### src/rtl/core/pftd_pkg.sv
// shared types and constants for the pixel threshold / duotone filter
// no dependencies; every other file in rtl/core refers to this package by scoped names
package pftd_pkg;

	localparam int DEF_FRAME_ROWS  = 640;
	localparam int DEF_QUEUE_DEPTH = 4;

	localparam int PIX_W       = 8;
	localparam int ROW_FIELD_W = 12;
	localparam int LEVEL_W     = 7;
	localparam int MODE_W      = 3;
	localparam int COLOUR_W    = 25;
	localparam int RGB_W       = 24;
	localparam int CFG_IDX_W   = 3;
	localparam int NUM_CH      = 3;

	// channel order inside packed pixel vectors and colour words
	localparam int CH_BLUE  = 0;
	localparam int CH_GREEN = 1;
	localparam int CH_RED   = 2;

	// filter modes
	localparam logic [MODE_W-1:0] MODE_PASS     = 3'd0;
	localparam logic [MODE_W-1:0] MODE_BRIGHT   = 3'd1;
	localparam logic [MODE_W-1:0] MODE_CONTRAST = 3'd2;
	localparam logic [MODE_W-1:0] MODE_INVERT   = 3'd3;
	localparam logic [MODE_W-1:0] MODE_THRESH   = 3'd4;
	localparam logic [MODE_W-1:0] MODE_DUOTONE  = 3'd5;

	// register indexes
	localparam logic [CFG_IDX_W-1:0] REG_MODE         = 3'd0;
	localparam logic [CFG_IDX_W-1:0] REG_BRIGHTNESS   = 3'd1;
	localparam logic [CFG_IDX_W-1:0] REG_CONTRAST     = 3'd2;
	localparam logic [CFG_IDX_W-1:0] REG_THRESHOLD    = 3'd3;
	localparam logic [CFG_IDX_W-1:0] REG_DARK_START   = 3'd4;
	localparam logic [CFG_IDX_W-1:0] REG_DARK_END     = 3'd5;
	localparam logic [CFG_IDX_W-1:0] REG_BRIGHT_START = 3'd6;
	localparam logic [CFG_IDX_W-1:0] REG_BRIGHT_END   = 3'd7;

	localparam int SET_BIT = 24;

	// luma coefficients, 14 fractional bits
	localparam int LUMA_B     = 1868;
	localparam int LUMA_G     = 9617;
	localparam int LUMA_R     = 4899;
	localparam int LUMA_ROUND = 8192;
	localparam int LUMA_SHIFT = 14;
	localparam int LUMA_SUM_W = 22;

	localparam int LEVEL_MID = 50;
	localparam int PIX_MAX   = 255;

	// contrast: ch * level / 50 via reciprocal, exact for products below 2^15
	localparam int CV_W           = 15;
	localparam int CP_W           = 31;
	localparam int CQ_W           = 10;
	localparam int CONTRAST_RECIP = 41944;
	localparam int CONTRAST_SHIFT = 21;
	localparam int CONTRAST_HALF  = 25;

	typedef enum logic [2:0] {
		OP_PASS     = 3'd0,
		OP_BRIGHT   = 3'd1,
		OP_CONTRAST = 3'd2,
		OP_INVERT   = 3'd3,
		OP_BLEND    = 3'd4
	} pftd_op_t;

	typedef struct packed {
		logic [MODE_W-1:0]   mode;
		logic [LEVEL_W-1:0]  brightness;
		logic [LEVEL_W-1:0]  contrast;
		logic [PIX_W-1:0]    threshold;
		logic [COLOUR_W-1:0] dark_start;
		logic [COLOUR_W-1:0] dark_end;
		logic [COLOUR_W-1:0] bright_start;
		logic [COLOUR_W-1:0] bright_end;
	} pftd_cfg_t;

	// one classified pixel as it travels from front to back
	typedef struct packed {
		pftd_op_t                      op;
		logic [NUM_CH-1:0][PIX_W-1:0]  pix;
		logic [ROW_FIELD_W-1:0]        row;
		logic [RGB_W-1:0]              c0;
		logic [RGB_W-1:0]              c1;
	} pftd_item_t;

endpackage

### src/rtl/core/pftd_front.sv
// front end: takes pixels, computes luma, clamps the row and classifies the operation
// depends on pftd_pkg
module pftd_front #(
	parameter int FRAME_ROWS = pftd_pkg::DEF_FRAME_ROWS
) (
	input  logic                            clk,
	input  logic                            arst_n,
	input  logic                            start,
	output logic                            busy,
	input  logic [pftd_pkg::PIX_W-1:0]      pixel_blue,
	input  logic [pftd_pkg::PIX_W-1:0]      pixel_green,
	input  logic [pftd_pkg::PIX_W-1:0]      pixel_red,
	input  logic [pftd_pkg::ROW_FIELD_W-1:0] pixel_row,
	input  pftd_pkg::pftd_cfg_t             cfg,
	input  logic                            q_full,
	output logic                            push,
	output pftd_pkg::pftd_item_t            item
);

	localparam logic [pftd_pkg::ROW_FIELD_W-1:0] SPAN_V =
		pftd_pkg::ROW_FIELD_W'(FRAME_ROWS - 1);

	logic                                              accept;
	logic                                              valid_s1;
	logic [pftd_pkg::NUM_CH-1:0][pftd_pkg::PIX_W-1:0]  pix_s1;
	logic [pftd_pkg::ROW_FIELD_W-1:0]                  row_s1;
	logic [pftd_pkg::PIX_W-1:0]                        luma_s1;
	logic [pftd_pkg::LUMA_SUM_W-1:0]                   luma_sum;
	logic                                              is_bright;
	logic                                              dark_ok;
	logic                                              bright_ok;
	logic [pftd_pkg::PIX_W-1:0]                        gray;

	assign busy   = valid_s1 && q_full;
	assign accept = start && !busy;
	assign push   = valid_s1 && !q_full;

	assign luma_sum =
		pftd_pkg::LUMA_SUM_W'(pixel_blue)  * pftd_pkg::LUMA_SUM_W'(pftd_pkg::LUMA_B) +
		pftd_pkg::LUMA_SUM_W'(pixel_green) * pftd_pkg::LUMA_SUM_W'(pftd_pkg::LUMA_G) +
		pftd_pkg::LUMA_SUM_W'(pixel_red)   * pftd_pkg::LUMA_SUM_W'(pftd_pkg::LUMA_R) +
		pftd_pkg::LUMA_SUM_W'(pftd_pkg::LUMA_ROUND);

	always_ff @(posedge clk or negedge arst_n) begin
		if (!arst_n) begin
			valid_s1 <= 1'b0;
		end else if (accept) begin
			valid_s1 <= 1'b1;
		end else if (push) begin
			valid_s1 <= 1'b0;
		end
	end

	always_ff @(posedge clk) begin
		if (accept) begin
			pix_s1[pftd_pkg::CH_BLUE]  <= pixel_blue;
			pix_s1[pftd_pkg::CH_GREEN] <= pixel_green;
			pix_s1[pftd_pkg::CH_RED]   <= pixel_red;
			row_s1  <= (pixel_row > SPAN_V) ? SPAN_V : pixel_row;
			luma_s1 <= luma_sum[pftd_pkg::LUMA_SHIFT +: pftd_pkg::PIX_W];
		end
	end

	assign is_bright = luma_s1 > cfg.threshold;
	assign gray      = {pftd_pkg::PIX_W{is_bright}};
	assign dark_ok   = cfg.dark_start[pftd_pkg::SET_BIT] && cfg.dark_end[pftd_pkg::SET_BIT];
	assign bright_ok = cfg.bright_start[pftd_pkg::SET_BIT]
		&& cfg.bright_end[pftd_pkg::SET_BIT];

	always_comb begin
		item.op  = pftd_pkg::OP_PASS;
		item.pix = pix_s1;
		item.row = row_s1;
		item.c0  = cfg.dark_start[pftd_pkg::RGB_W-1:0];
		item.c1  = cfg.dark_end[pftd_pkg::RGB_W-1:0];
		unique case (cfg.mode)
			pftd_pkg::MODE_BRIGHT:   item.op = pftd_pkg::OP_BRIGHT;
			pftd_pkg::MODE_CONTRAST: item.op = pftd_pkg::OP_CONTRAST;
			pftd_pkg::MODE_INVERT:   item.op = pftd_pkg::OP_INVERT;
			pftd_pkg::MODE_THRESH: begin
				item.pix = {pftd_pkg::NUM_CH{gray}};
			end
			pftd_pkg::MODE_DUOTONE: begin
				item.pix = {pftd_pkg::NUM_CH{gray}};
				if (!is_bright && dark_ok) begin
					item.op = pftd_pkg::OP_BLEND;
				end else if (is_bright && bright_ok) begin
					item.op = pftd_pkg::OP_BLEND;
					item.c0 = cfg.bright_start[pftd_pkg::RGB_W-1:0];
					item.c1 = cfg.bright_end[pftd_pkg::RGB_W-1:0];
				end
			end
			// pass and the unused modes
			default: item.op = pftd_pkg::OP_PASS;
		endcase
	end

endmodule

### src/rtl/core/pftd_queue.sv
// short queue between the front and back ends
// depends on pftd_pkg for the item type
module pftd_queue #(
	parameter int DEPTH = pftd_pkg::DEF_QUEUE_DEPTH
) (
	input  logic                 clk,
	input  logic                 arst_n,
	input  logic                 push,
	input  pftd_pkg::pftd_item_t wr_item,
	output logic                 full,
	input  logic                 pop,
	output logic                 empty,
	output pftd_pkg::pftd_item_t rd_item
);

	localparam int PTR_W = (DEPTH > 1) ? $clog2(DEPTH) : 1;
	localparam int CNT_W = $clog2(DEPTH + 1);
	localparam logic [PTR_W-1:0] LAST  = PTR_W'(DEPTH - 1);
	localparam logic [CNT_W-1:0] CAP   = CNT_W'(DEPTH);

	pftd_pkg::pftd_item_t mem_q [DEPTH];
	logic [PTR_W-1:0]     wr_ptr_q;
	logic [PTR_W-1:0]     rd_ptr_q;
	logic [CNT_W-1:0]     count_q;
	logic                 do_push;
	logic                 do_pop;

	assign full    = count_q == CAP;
	assign empty   = count_q == '0;
	assign do_push = push && !full;
	assign do_pop  = pop && !empty;
	assign rd_item = mem_q[rd_ptr_q];

	always_ff @(posedge clk) begin
		if (do_push) begin
			mem_q[wr_ptr_q] <= wr_item;
		end
	end

	always_ff @(posedge clk or negedge arst_n) begin
		if (!arst_n) begin
			wr_ptr_q <= '0;
			rd_ptr_q <= '0;
			count_q  <= '0;
		end else begin
			if (do_push) begin
				wr_ptr_q <= (wr_ptr_q == LAST) ? '0 : wr_ptr_q + 1'b1;
			end
			if (do_pop) begin
				rd_ptr_q <= (rd_ptr_q == LAST) ? '0 : rd_ptr_q + 1'b1;
			end
			if (do_push && !do_pop) begin
				count_q <= count_q + 1'b1;
			end else if (do_pop && !do_push) begin
				count_q <= count_q - 1'b1;
			end
		end
	end

endmodule

### src/rtl/core/pftd_back.sv
// back end: executes the classified operation, three stages, never stalls
// depends on pftd_pkg; row blend divides by FRAME_ROWS-1 through a reciprocal
module pftd_back #(
	parameter int FRAME_ROWS = pftd_pkg::DEF_FRAME_ROWS
) (
	input  logic                         clk,
	input  logic                         arst_n,
	input  pftd_pkg::pftd_cfg_t          cfg,
	input  logic                         q_empty,
	input  pftd_pkg::pftd_item_t         q_item,
	output logic                         q_pop,
	output logic [pftd_pkg::PIX_W-1:0]   out_blue,
	output logic [pftd_pkg::PIX_W-1:0]   out_green,
	output logic [pftd_pkg::PIX_W-1:0]   out_red,
	output logic                         done
);

	localparam int SPAN   = FRAME_ROWS - 1;
	localparam int ROW_W  = $clog2(FRAME_ROWS);
	localparam int NUM_W  = pftd_pkg::PIX_W + ROW_W;
	localparam int K_W    = NUM_W + 1;
	localparam int PROD_W = NUM_W + K_W;
	localparam int RECIP  = (1 << NUM_W) / SPAN;
	localparam int NC     = pftd_pkg::NUM_CH;
	localparam int PW     = pftd_pkg::PIX_W;

	logic [ROW_W-1:0]                row_n;
	logic [ROW_W-1:0]                span_minus;

	logic                            v_s1;
	pftd_pkg::pftd_op_t              op_s1;
	logic [NC-1:0][PW-1:0]           direct_s1;
	logic [NC-1:0][pftd_pkg::CV_W-1:0] cv_s1;
	logic [NC-1:0][NUM_W-1:0]        num_s1;

	logic                            v_s2;
	pftd_pkg::pftd_op_t              op_s2;
	logic [NC-1:0][PW-1:0]           direct_s2;
	logic [NC-1:0][pftd_pkg::CV_W-1:0] cv_s2;
	logic [NC-1:0][pftd_pkg::CP_W-1:0] cp_s2;
	logic [NC-1:0][NUM_W-1:0]        num_s2;
	logic [NC-1:0][PROD_W-1:0]       bp_s2;

	logic [NC-1:0][PW-1:0]           direct_c;
	logic [NC-1:0][pftd_pkg::CV_W-1:0] cv_c;
	logic [NC-1:0][NUM_W-1:0]        num_c;
	logic [NC-1:0][PW-1:0]           res_c;

	logic [NC-1:0][PW-1:0]           out_q;
	logic                            done_q;

	assign q_pop      = !q_empty;
	assign row_n      = q_item.row[ROW_W-1:0];
	assign span_minus = ROW_W'(SPAN) - row_n;

	// stage 1: narrow operations, contrast product, blend numerator
	always_comb begin
		logic [PW:0] bsum;
		logic [PW:0] bdiff;
		logic [PW-1:0] ch;
		logic [PW-1:0] ca;
		logic [PW-1:0] cb;
		for (int i = 0; i < NC; i++) begin
			ch = q_item.pix[i];
			ca = q_item.c0[PW*i +: PW];
			cb = q_item.c1[PW*i +: PW];
			bsum  = (PW+1)'(ch) + (PW+1)'(cfg.brightness);
			bdiff = bsum - (PW+1)'(pftd_pkg::LEVEL_MID);
			unique case (q_item.op)
				pftd_pkg::OP_BRIGHT: begin
					if (bsum < (PW+1)'(pftd_pkg::LEVEL_MID)) begin
						direct_c[i] = '0;
					end else if (bdiff > (PW+1)'(pftd_pkg::PIX_MAX)) begin
						direct_c[i] = PW'(pftd_pkg::PIX_MAX);
					end else begin
						direct_c[i] = bdiff[PW-1:0];
					end
				end
				pftd_pkg::OP_INVERT: direct_c[i] = ~ch;
				default:             direct_c[i] = ch;
			endcase
			cv_c[i]  = pftd_pkg::CV_W'(ch) * pftd_pkg::CV_W'(cfg.contrast);
			num_c[i] = NUM_W'(ca) * NUM_W'(span_minus) + NUM_W'(cb) * NUM_W'(row_n);
		end
	end

	// stage 3: quotient correction and contrast rounding
	always_comb begin
		logic [pftd_pkg::CQ_W-1:0] cq;
		logic [pftd_pkg::CV_W-1:0] cr;
		logic                      up;
		logic [pftd_pkg::CQ_W:0]   cq_r;
		logic [PW-1:0]             q0;
		logic [NUM_W-1:0]          brem;
		for (int i = 0; i < NC; i++) begin
			cq   = cp_s2[i][pftd_pkg::CONTRAST_SHIFT +: pftd_pkg::CQ_W];
			cr   = cv_s2[i] - pftd_pkg::CV_W'(cq) * pftd_pkg::CV_W'(pftd_pkg::LEVEL_MID);
			up   = (cr > pftd_pkg::CV_W'(pftd_pkg::CONTRAST_HALF))
				|| ((cr == pftd_pkg::CV_W'(pftd_pkg::CONTRAST_HALF)) && cq[0]);
			cq_r = (pftd_pkg::CQ_W+1)'(cq) + (pftd_pkg::CQ_W+1)'(up);
			q0   = bp_s2[i][NUM_W +: PW];
			// reciprocal underestimates by at most one
			brem = num_s2[i] - NUM_W'(q0) * NUM_W'(SPAN);
			unique case (op_s2)
				pftd_pkg::OP_CONTRAST: begin
					res_c[i] = (cq_r > (pftd_pkg::CQ_W+1)'(pftd_pkg::PIX_MAX))
						? PW'(pftd_pkg::PIX_MAX) : cq_r[PW-1:0];
				end
				pftd_pkg::OP_BLEND: begin
					res_c[i] = (brem >= NUM_W'(SPAN)) ? q0 + 1'b1 : q0;
				end
				default: res_c[i] = direct_s2[i];
			endcase
		end
	end

	always_ff @(posedge clk or negedge arst_n) begin
		if (!arst_n) begin
			v_s1   <= 1'b0;
			v_s2   <= 1'b0;
			done_q <= 1'b0;
		end else begin
			v_s1   <= !q_empty;
			v_s2   <= v_s1;
			done_q <= v_s2;
		end
	end

	always_ff @(posedge clk) begin
		if (!q_empty) begin
			op_s1     <= q_item.op;
			direct_s1 <= direct_c;
			cv_s1     <= cv_c;
			num_s1    <= num_c;
		end
		if (v_s1) begin
			op_s2     <= op_s1;
			direct_s2 <= direct_s1;
			cv_s2     <= cv_s1;
			num_s2    <= num_s1;
			for (int i = 0; i < NC; i++) begin
				cp_s2[i] <= pftd_pkg::CP_W'(cv_s1[i]) * pftd_pkg::CP_W'(pftd_pkg::CONTRAST_RECIP);
				bp_s2[i] <= PROD_W'(num_s1[i]) * PROD_W'(RECIP);
			end
		end
		if (v_s2) begin
			out_q <= res_c;
		end
	end

	assign out_blue  = out_q[pftd_pkg::CH_BLUE];
	assign out_green = out_q[pftd_pkg::CH_GREEN];
	assign out_red   = out_q[pftd_pkg::CH_RED];
	assign done      = done_q;

endmodule

### src/rtl/core/pixel_filter_threshold_duotone.sv
// top level of the pixel threshold / duotone filter: register file, front, queue, back
// depends on pftd_pkg, pftd_front, pftd_queue, pftd_back
//
//   channel  | handshake                           | payload
//   ---------+-------------------------------------+---------------------------------
//   pixel in | start, busy (transfer: start & !busy) | pixel_blue/green/red, pixel_row
//   result   | done (one-cycle strobe)             | out_blue, out_green, out_red
//   config   | cfg_valid, cfg_ready                | cfg_index, cfg_data
//
// one pixel per clock while busy is low; after its transfer, a result passes the luma stage,
// one queue slot, and the back end's three stages (products, reciprocal multiply, output).
// arst_n clears all control state and loads the register reset values; no clearing pass.
// the back end never stalls, so busy only rises if the queue ever fills; cfg_ready is
// always high; the user must write registers only while no pixel is in flight; unchecked.
module pixel_filter_threshold_duotone #(
	parameter int FRAME_ROWS  = pftd_pkg::DEF_FRAME_ROWS,
	parameter int QUEUE_DEPTH = pftd_pkg::DEF_QUEUE_DEPTH
) (
	input  logic                              clk,
	input  logic                              arst_n,
	input  logic                              start,
	output logic                              busy,
	input  logic [pftd_pkg::PIX_W-1:0]        pixel_blue,
	input  logic [pftd_pkg::PIX_W-1:0]        pixel_green,
	input  logic [pftd_pkg::PIX_W-1:0]        pixel_red,
	input  logic [pftd_pkg::ROW_FIELD_W-1:0]  pixel_row,
	output logic [pftd_pkg::PIX_W-1:0]        out_blue,
	output logic [pftd_pkg::PIX_W-1:0]        out_green,
	output logic [pftd_pkg::PIX_W-1:0]        out_red,
	output logic                              done,
	input  logic                              cfg_valid,
	output logic                              cfg_ready,
	input  logic [pftd_pkg::CFG_IDX_W-1:0]    cfg_index,
	input  logic [pftd_pkg::COLOUR_W-1:0]     cfg_data
);

	pftd_pkg::pftd_cfg_t  cfg_q;
	pftd_pkg::pftd_item_t push_item;
	pftd_pkg::pftd_item_t head_item;
	logic                 q_push;
	logic                 q_full;
	logic                 q_pop;
	logic                 q_empty;

	assign cfg_ready = 1'b1;

	always_ff @(posedge clk or negedge arst_n) begin
		if (!arst_n) begin
			cfg_q.mode         <= pftd_pkg::MODE_PASS;
			cfg_q.brightness   <= pftd_pkg::LEVEL_W'(pftd_pkg::LEVEL_MID);
			cfg_q.contrast     <= pftd_pkg::LEVEL_W'(pftd_pkg::LEVEL_MID);
			cfg_q.threshold    <= 8'd127;
			cfg_q.dark_start   <= '0;
			cfg_q.dark_end     <= '0;
			cfg_q.bright_start <= pftd_pkg::COLOUR_W'(25'h0FF_FFFF);
			cfg_q.bright_end   <= pftd_pkg::COLOUR_W'(25'h0FF_FFFF);
		end else if (cfg_valid && cfg_ready) begin
			unique case (cfg_index)
				pftd_pkg::REG_MODE:         cfg_q.mode <= cfg_data[pftd_pkg::MODE_W-1:0];
				pftd_pkg::REG_BRIGHTNESS:   cfg_q.brightness <= cfg_data[pftd_pkg::LEVEL_W-1:0];
				pftd_pkg::REG_CONTRAST:     cfg_q.contrast <= cfg_data[pftd_pkg::LEVEL_W-1:0];
				pftd_pkg::REG_THRESHOLD:    cfg_q.threshold <= cfg_data[pftd_pkg::PIX_W-1:0];
				pftd_pkg::REG_DARK_START:   cfg_q.dark_start <= cfg_data;
				pftd_pkg::REG_DARK_END:     cfg_q.dark_end <= cfg_data;
				pftd_pkg::REG_BRIGHT_START: cfg_q.bright_start <= cfg_data;
				pftd_pkg::REG_BRIGHT_END:   cfg_q.bright_end <= cfg_data;
			endcase
		end
	end

	pftd_front #(
		.FRAME_ROWS (FRAME_ROWS)
	) u_front (
		.clk         (clk),
		.arst_n      (arst_n),
		.start       (start),
		.busy        (busy),
		.pixel_blue  (pixel_blue),
		.pixel_green (pixel_green),
		.pixel_red   (pixel_red),
		.pixel_row   (pixel_row),
		.cfg         (cfg_q),
		.q_full      (q_full),
		.push        (q_push),
		.item        (push_item)
	);

	pftd_queue #(
		.DEPTH (QUEUE_DEPTH)
	) u_queue (
		.clk     (clk),
		.arst_n  (arst_n),
		.push    (q_push),
		.wr_item (push_item),
		.full    (q_full),
		.pop     (q_pop),
		.empty   (q_empty),
		.rd_item (head_item)
	);

	pftd_back #(
		.FRAME_ROWS (FRAME_ROWS)
	) u_back (
		.clk       (clk),
		.arst_n    (arst_n),
		.cfg       (cfg_q),
		.q_empty   (q_empty),
		.q_item    (head_item),
		.q_pop     (q_pop),
		.out_blue  (out_blue),
		.out_green (out_green),
		.out_red   (out_red),
		.done      (done)
	);

`ifndef NO_ASSERTIONS
	// every transfer yields its result
	a_latency: assert property (@(posedge clk) disable iff (!arst_n)
		(start && !busy) |-> ##5 done)
		else $error("result missing 5 cycles after pixel transfer");

	// no result without an earlier transfer
	a_no_phantom: assert property (@(posedge clk) disable iff (!arst_n)
		done |-> $past(start && !busy, 5))
		else $error("result strobe without matching pixel transfer");

	// back end drains every cycle, so the front never backs up
	a_never_busy: assert property (@(posedge clk) disable iff (!arst_n)
		!busy)
		else $error("front end stalled although back end never stalls");
`endif

endmodule

### config.mk
export PLATFORM = sky130hd
export DESIGN_NAME = pixel_filter_threshold_duotone
export DESIGN_NICKNAME = d
export VERILOG_FILES = /design/src/rtl/core/pftd_pkg.sv /design/src/rtl/core/pftd_front.sv /design/src/rtl/core/pftd_queue.sv /design/src/rtl/core/pftd_back.sv /design/src/rtl/core/pixel_filter_threshold_duotone.sv
export SDC_FILE = /design/constraint.sdc
export NUM_CORES = 2
export LEC_CHECK = 0
export CAP_MARGIN = 20
export CORE_AREA = 5 5 596 303
export CTS_BUF_LIST = sky130_fd_sc_hd__clkbuf_2
export DETAILED_ROUTE_END_ITERATION = 10
export DIE_AREA = 0 0 601 308
export DONT_BUFFER_PORTS = 1
export GPL_TIMING_DRIVEN = 0
export PLACE_DENSITY_LB_ADDON = 0.1
export SYNTH_ARGS = -nofsm -noshare
export SYNTH_HDL_FRONTEND = slang
export SYNTH_SLANG_ARGS = --single-unit
### constraint.sdc
create_clock -name clk -period 8.5 [get_ports clk]
set_input_delay 0.85 -clock clk [delete_from_list [all_inputs] [get_ports clk]]
set_output_delay 0.85 -clock clk [all_outputs]
set_load 0.02 [all_outputs]
==> out/metrics.cfg <==
[sta]
min_period_ns=8.20
post-route-period-util=0.965
finalClockSkew_ns=0.273
fmax_ghz=0.122
slew_violations=0
tns_ns=0
hold_viol=0
tightestPinTransition_ns=1.16
slew_headroom=0.223
rsz0062_at_grt=false
finalSetupViolations=0

[layout]
drive_above_1_share=0.0967
syn_to_final_growth_pct=8.16
fill_cells=15500
ff_latch_area_sq_um=24900
nNetsFinal=10600
multi_input_area_sq_um=55100

[global_routing]
track_usage=0.252
grt_max_degree=74
antenna_found_initial=20
grt.overflow.total=0
grt_pass1_vias=58100
grt_pass1_wl_um=357000

[worst_setup_path]
cp.required_ns=9.46
reg2reg_slack_ns=0.30
r2r-end=u_back.num_s1[35]$_DFFE_PP_
cpMostUsedCell=fa_1
crit_arrival_ns=9.15
crit_fanout=11
critPathLaunch=u_queue.rd_ptr_q[0]$_DFFE_PN0P_
slowest_delay_ns=0.55
crit_type=reg -> reg
cp-endpoint=u_back.num_s1[35]$_DFFE_PP_
reg2reg_depth=28
cpMaxStageDelayCell=fa_1
crit_path_start_kind=flop
worstSetupEndpointType=flop
r2r-start=u_queue.rd_ptr_q[0]$_DFFE_PN0P_

[route]
drt_wl_total_um=230000
drcViolationCount=0
drt_first_pass_iters=5
wl_per_cell_um=21.4
drt-initial-drc-count=4477
via_per_inst=5.33
antenna_left=0
num_vias=57200

[synth]
ys_seq_area_frac=0.286
synth.avg_cell_area_sq_um=11.0
synth_flop_cell=edfxtp_1
synth_edf_count=712
async_flop_share=0.160
synth_top_cell_by_area=edfxtp_1
yosysMostFrequentCell=inv_1
syn_inst=7866
yosys_warnings=0
synth_commonest_cells=1735 x inv_1, 1292 x ha_1, 1013 x fa_1
synth_top_area_frac=0.246
synth_seq_cells=848
synth_cell_types=89
ys_top_cells_by_area=edfxtp_1 25%, fa_1 23%, ha_1 19%
syn_area_sq_um=86900

[status]
outcome=complete, no violations

[placed_design]
hpwl_um=186000
portBuffers=0
place.gp.congestion=0.929

[clock_tree]
clk_latency_ns=1.54
htreeDepth=4
clock-sinks=848
cts-root-buf=clkbuf_2
numCtsBuffers=208
cts_buffer_depth=4
tritoncts=yes
clk_pin_slew_worst_paths_ns=0.10

[die]
start_util=0.496
die_y_um=308
ios=95
core_area_sq_um=175000
dieArea_sq_um=185000
dieWidth_um=601
rows=109

[hold_path]
whs_path_depth=1
hp-start=pixel_green[7]
min_path_type=in -> reg

[job]
maxCapViolCount=0

[repair_timing]
action                                  4_1_cts  5_1_grt
hold buffers                                144        0
gates cloned                                  0        0
endpoints found under the hold margin       340        0
resized for setup                            57       50
endpoints found under the setup margin       31       13
buffers inserted                              1        2
[registers in the layout (all words and copies together) (netlist names), 8 cells and up]
signal            flops
u_back.direct_s1     24
u_back.bp_s2         24
u_back.cp_s2         30
u_back.direct_s2     24
u_back.num_s1        54
u_back.out_green      8
u_front.row_s1       10
u_queue.mem_q       340
u_front.pix_s1       24
u_back.out_blue       8
u_back.out_red        8
u_back.num_s2        54
cfg_q               125
u_back.cv_s1         45
u_front.luma_s1       8
u_back.cv_s2         45
[final cells by class]
type,count,share of cell area
Inverter,1735,0.0694
Clock inverter,72,0.00510
Sequential cell,848,0.265
Antenna cell,10,0.000266
Clock buffer,296,0.0158
Buffer,140,0.00720
Tap cell,2331,0.0310
Timing Repair Buffer,176,0.0204
Multi-Input combinational cell,5139,0.586
[placed cells by master, fill, tap and decap left out, types with 72 or more instances in the layout]
cell type,n
edfxtp_1,712
o21ai_0,128
dlygate4sd3_1,142
a21oi_1,236
clkbuf_2,312
nand2_1,537
dfrtp_1,72
inv_1,1733
clkbuf_1,91
and2_1,185
ha_1,1292
xnor2_1,223
nor2_1,344
xor2_1,79
fa_1,1013
mux2_2,211
[per-stage QoR]
stage	worst slack, ns	hold slack (ns)	cell area (sq um)	utilization	cells
2_1_floorplan	0.792	0.400	86900	-	7868
3_3_place_gp	-1.97	0.403	89800	0.513	10200
3_5_place_dp	-2.00	0.408	90200	0.515	10200
4_1_cts	0.000408	0.0126	93800	0.536	10700
5_1_grt	0.0285	0.0183	94000	0.537	10700
6_report	0.301	0.190	94000	0.537	10700
[critical path: cells and delay by family (launching register included)]
family	cells	cell delay (ns)
AOI/OAI and AO/OA	5	1.23
muxes	1	0.11
adders and majority gates	8	3.85
xor gates and xnor gates	1	0.17
and+or+nand+nor	4	0.37
DFF	1	0.37
buffers and inverters	9	1.68
[per-layer routing]
layer	global-route usage	wire [um]	up-vias	share of wire
met1	0.425	122000	28500	0.53
li1	-	-	26700	-
met3	0.0829	24000	204	0.10
met2	0.308	81300	1897	0.35
met5	0	25	-	0.00011
met4	0.0347	2650	4	0.011
[cells by family after synthesis]
logic type / Yosys count / synth area share
xor gates and xnor gates: 304 / 0.0306
other: 2 / 0.0000864
adders and majority gates: 2305 / 0.419
and+or+nand+nor: 1410 / 0.0754
AOI/OAI and AO/OA: 808 / 0.0612
buffers and inverters: 1881 / 0.0815
DFF: 848 / 0.286
muxes: 308 / 0.0457
[worst min path at each step]
stage,endpoint,slack [ns]
6_report,u_front.pix_s1[15]$_DFFE_PP_,0.19
5_1_grt,u_front.pix_s1[15]$_DFFE_PP_,0.02
4_1_cts,u_front.pix_s1[15]$_DFFE_PP_,0.01
3_5_place_dp,u_back.direct_s2[6]$_DFFE_PP_,0.41
3_3_place_gp,u_back.direct_s2[7]$_DFFE_PP_,0.40
2_1_floorplan,u_back.direct_s2[0]$_DFFE_PP_,0.40
Power is not shown: default switching activity piles up to over one toggle a cycle in this logic, so the estimate is an artifact.
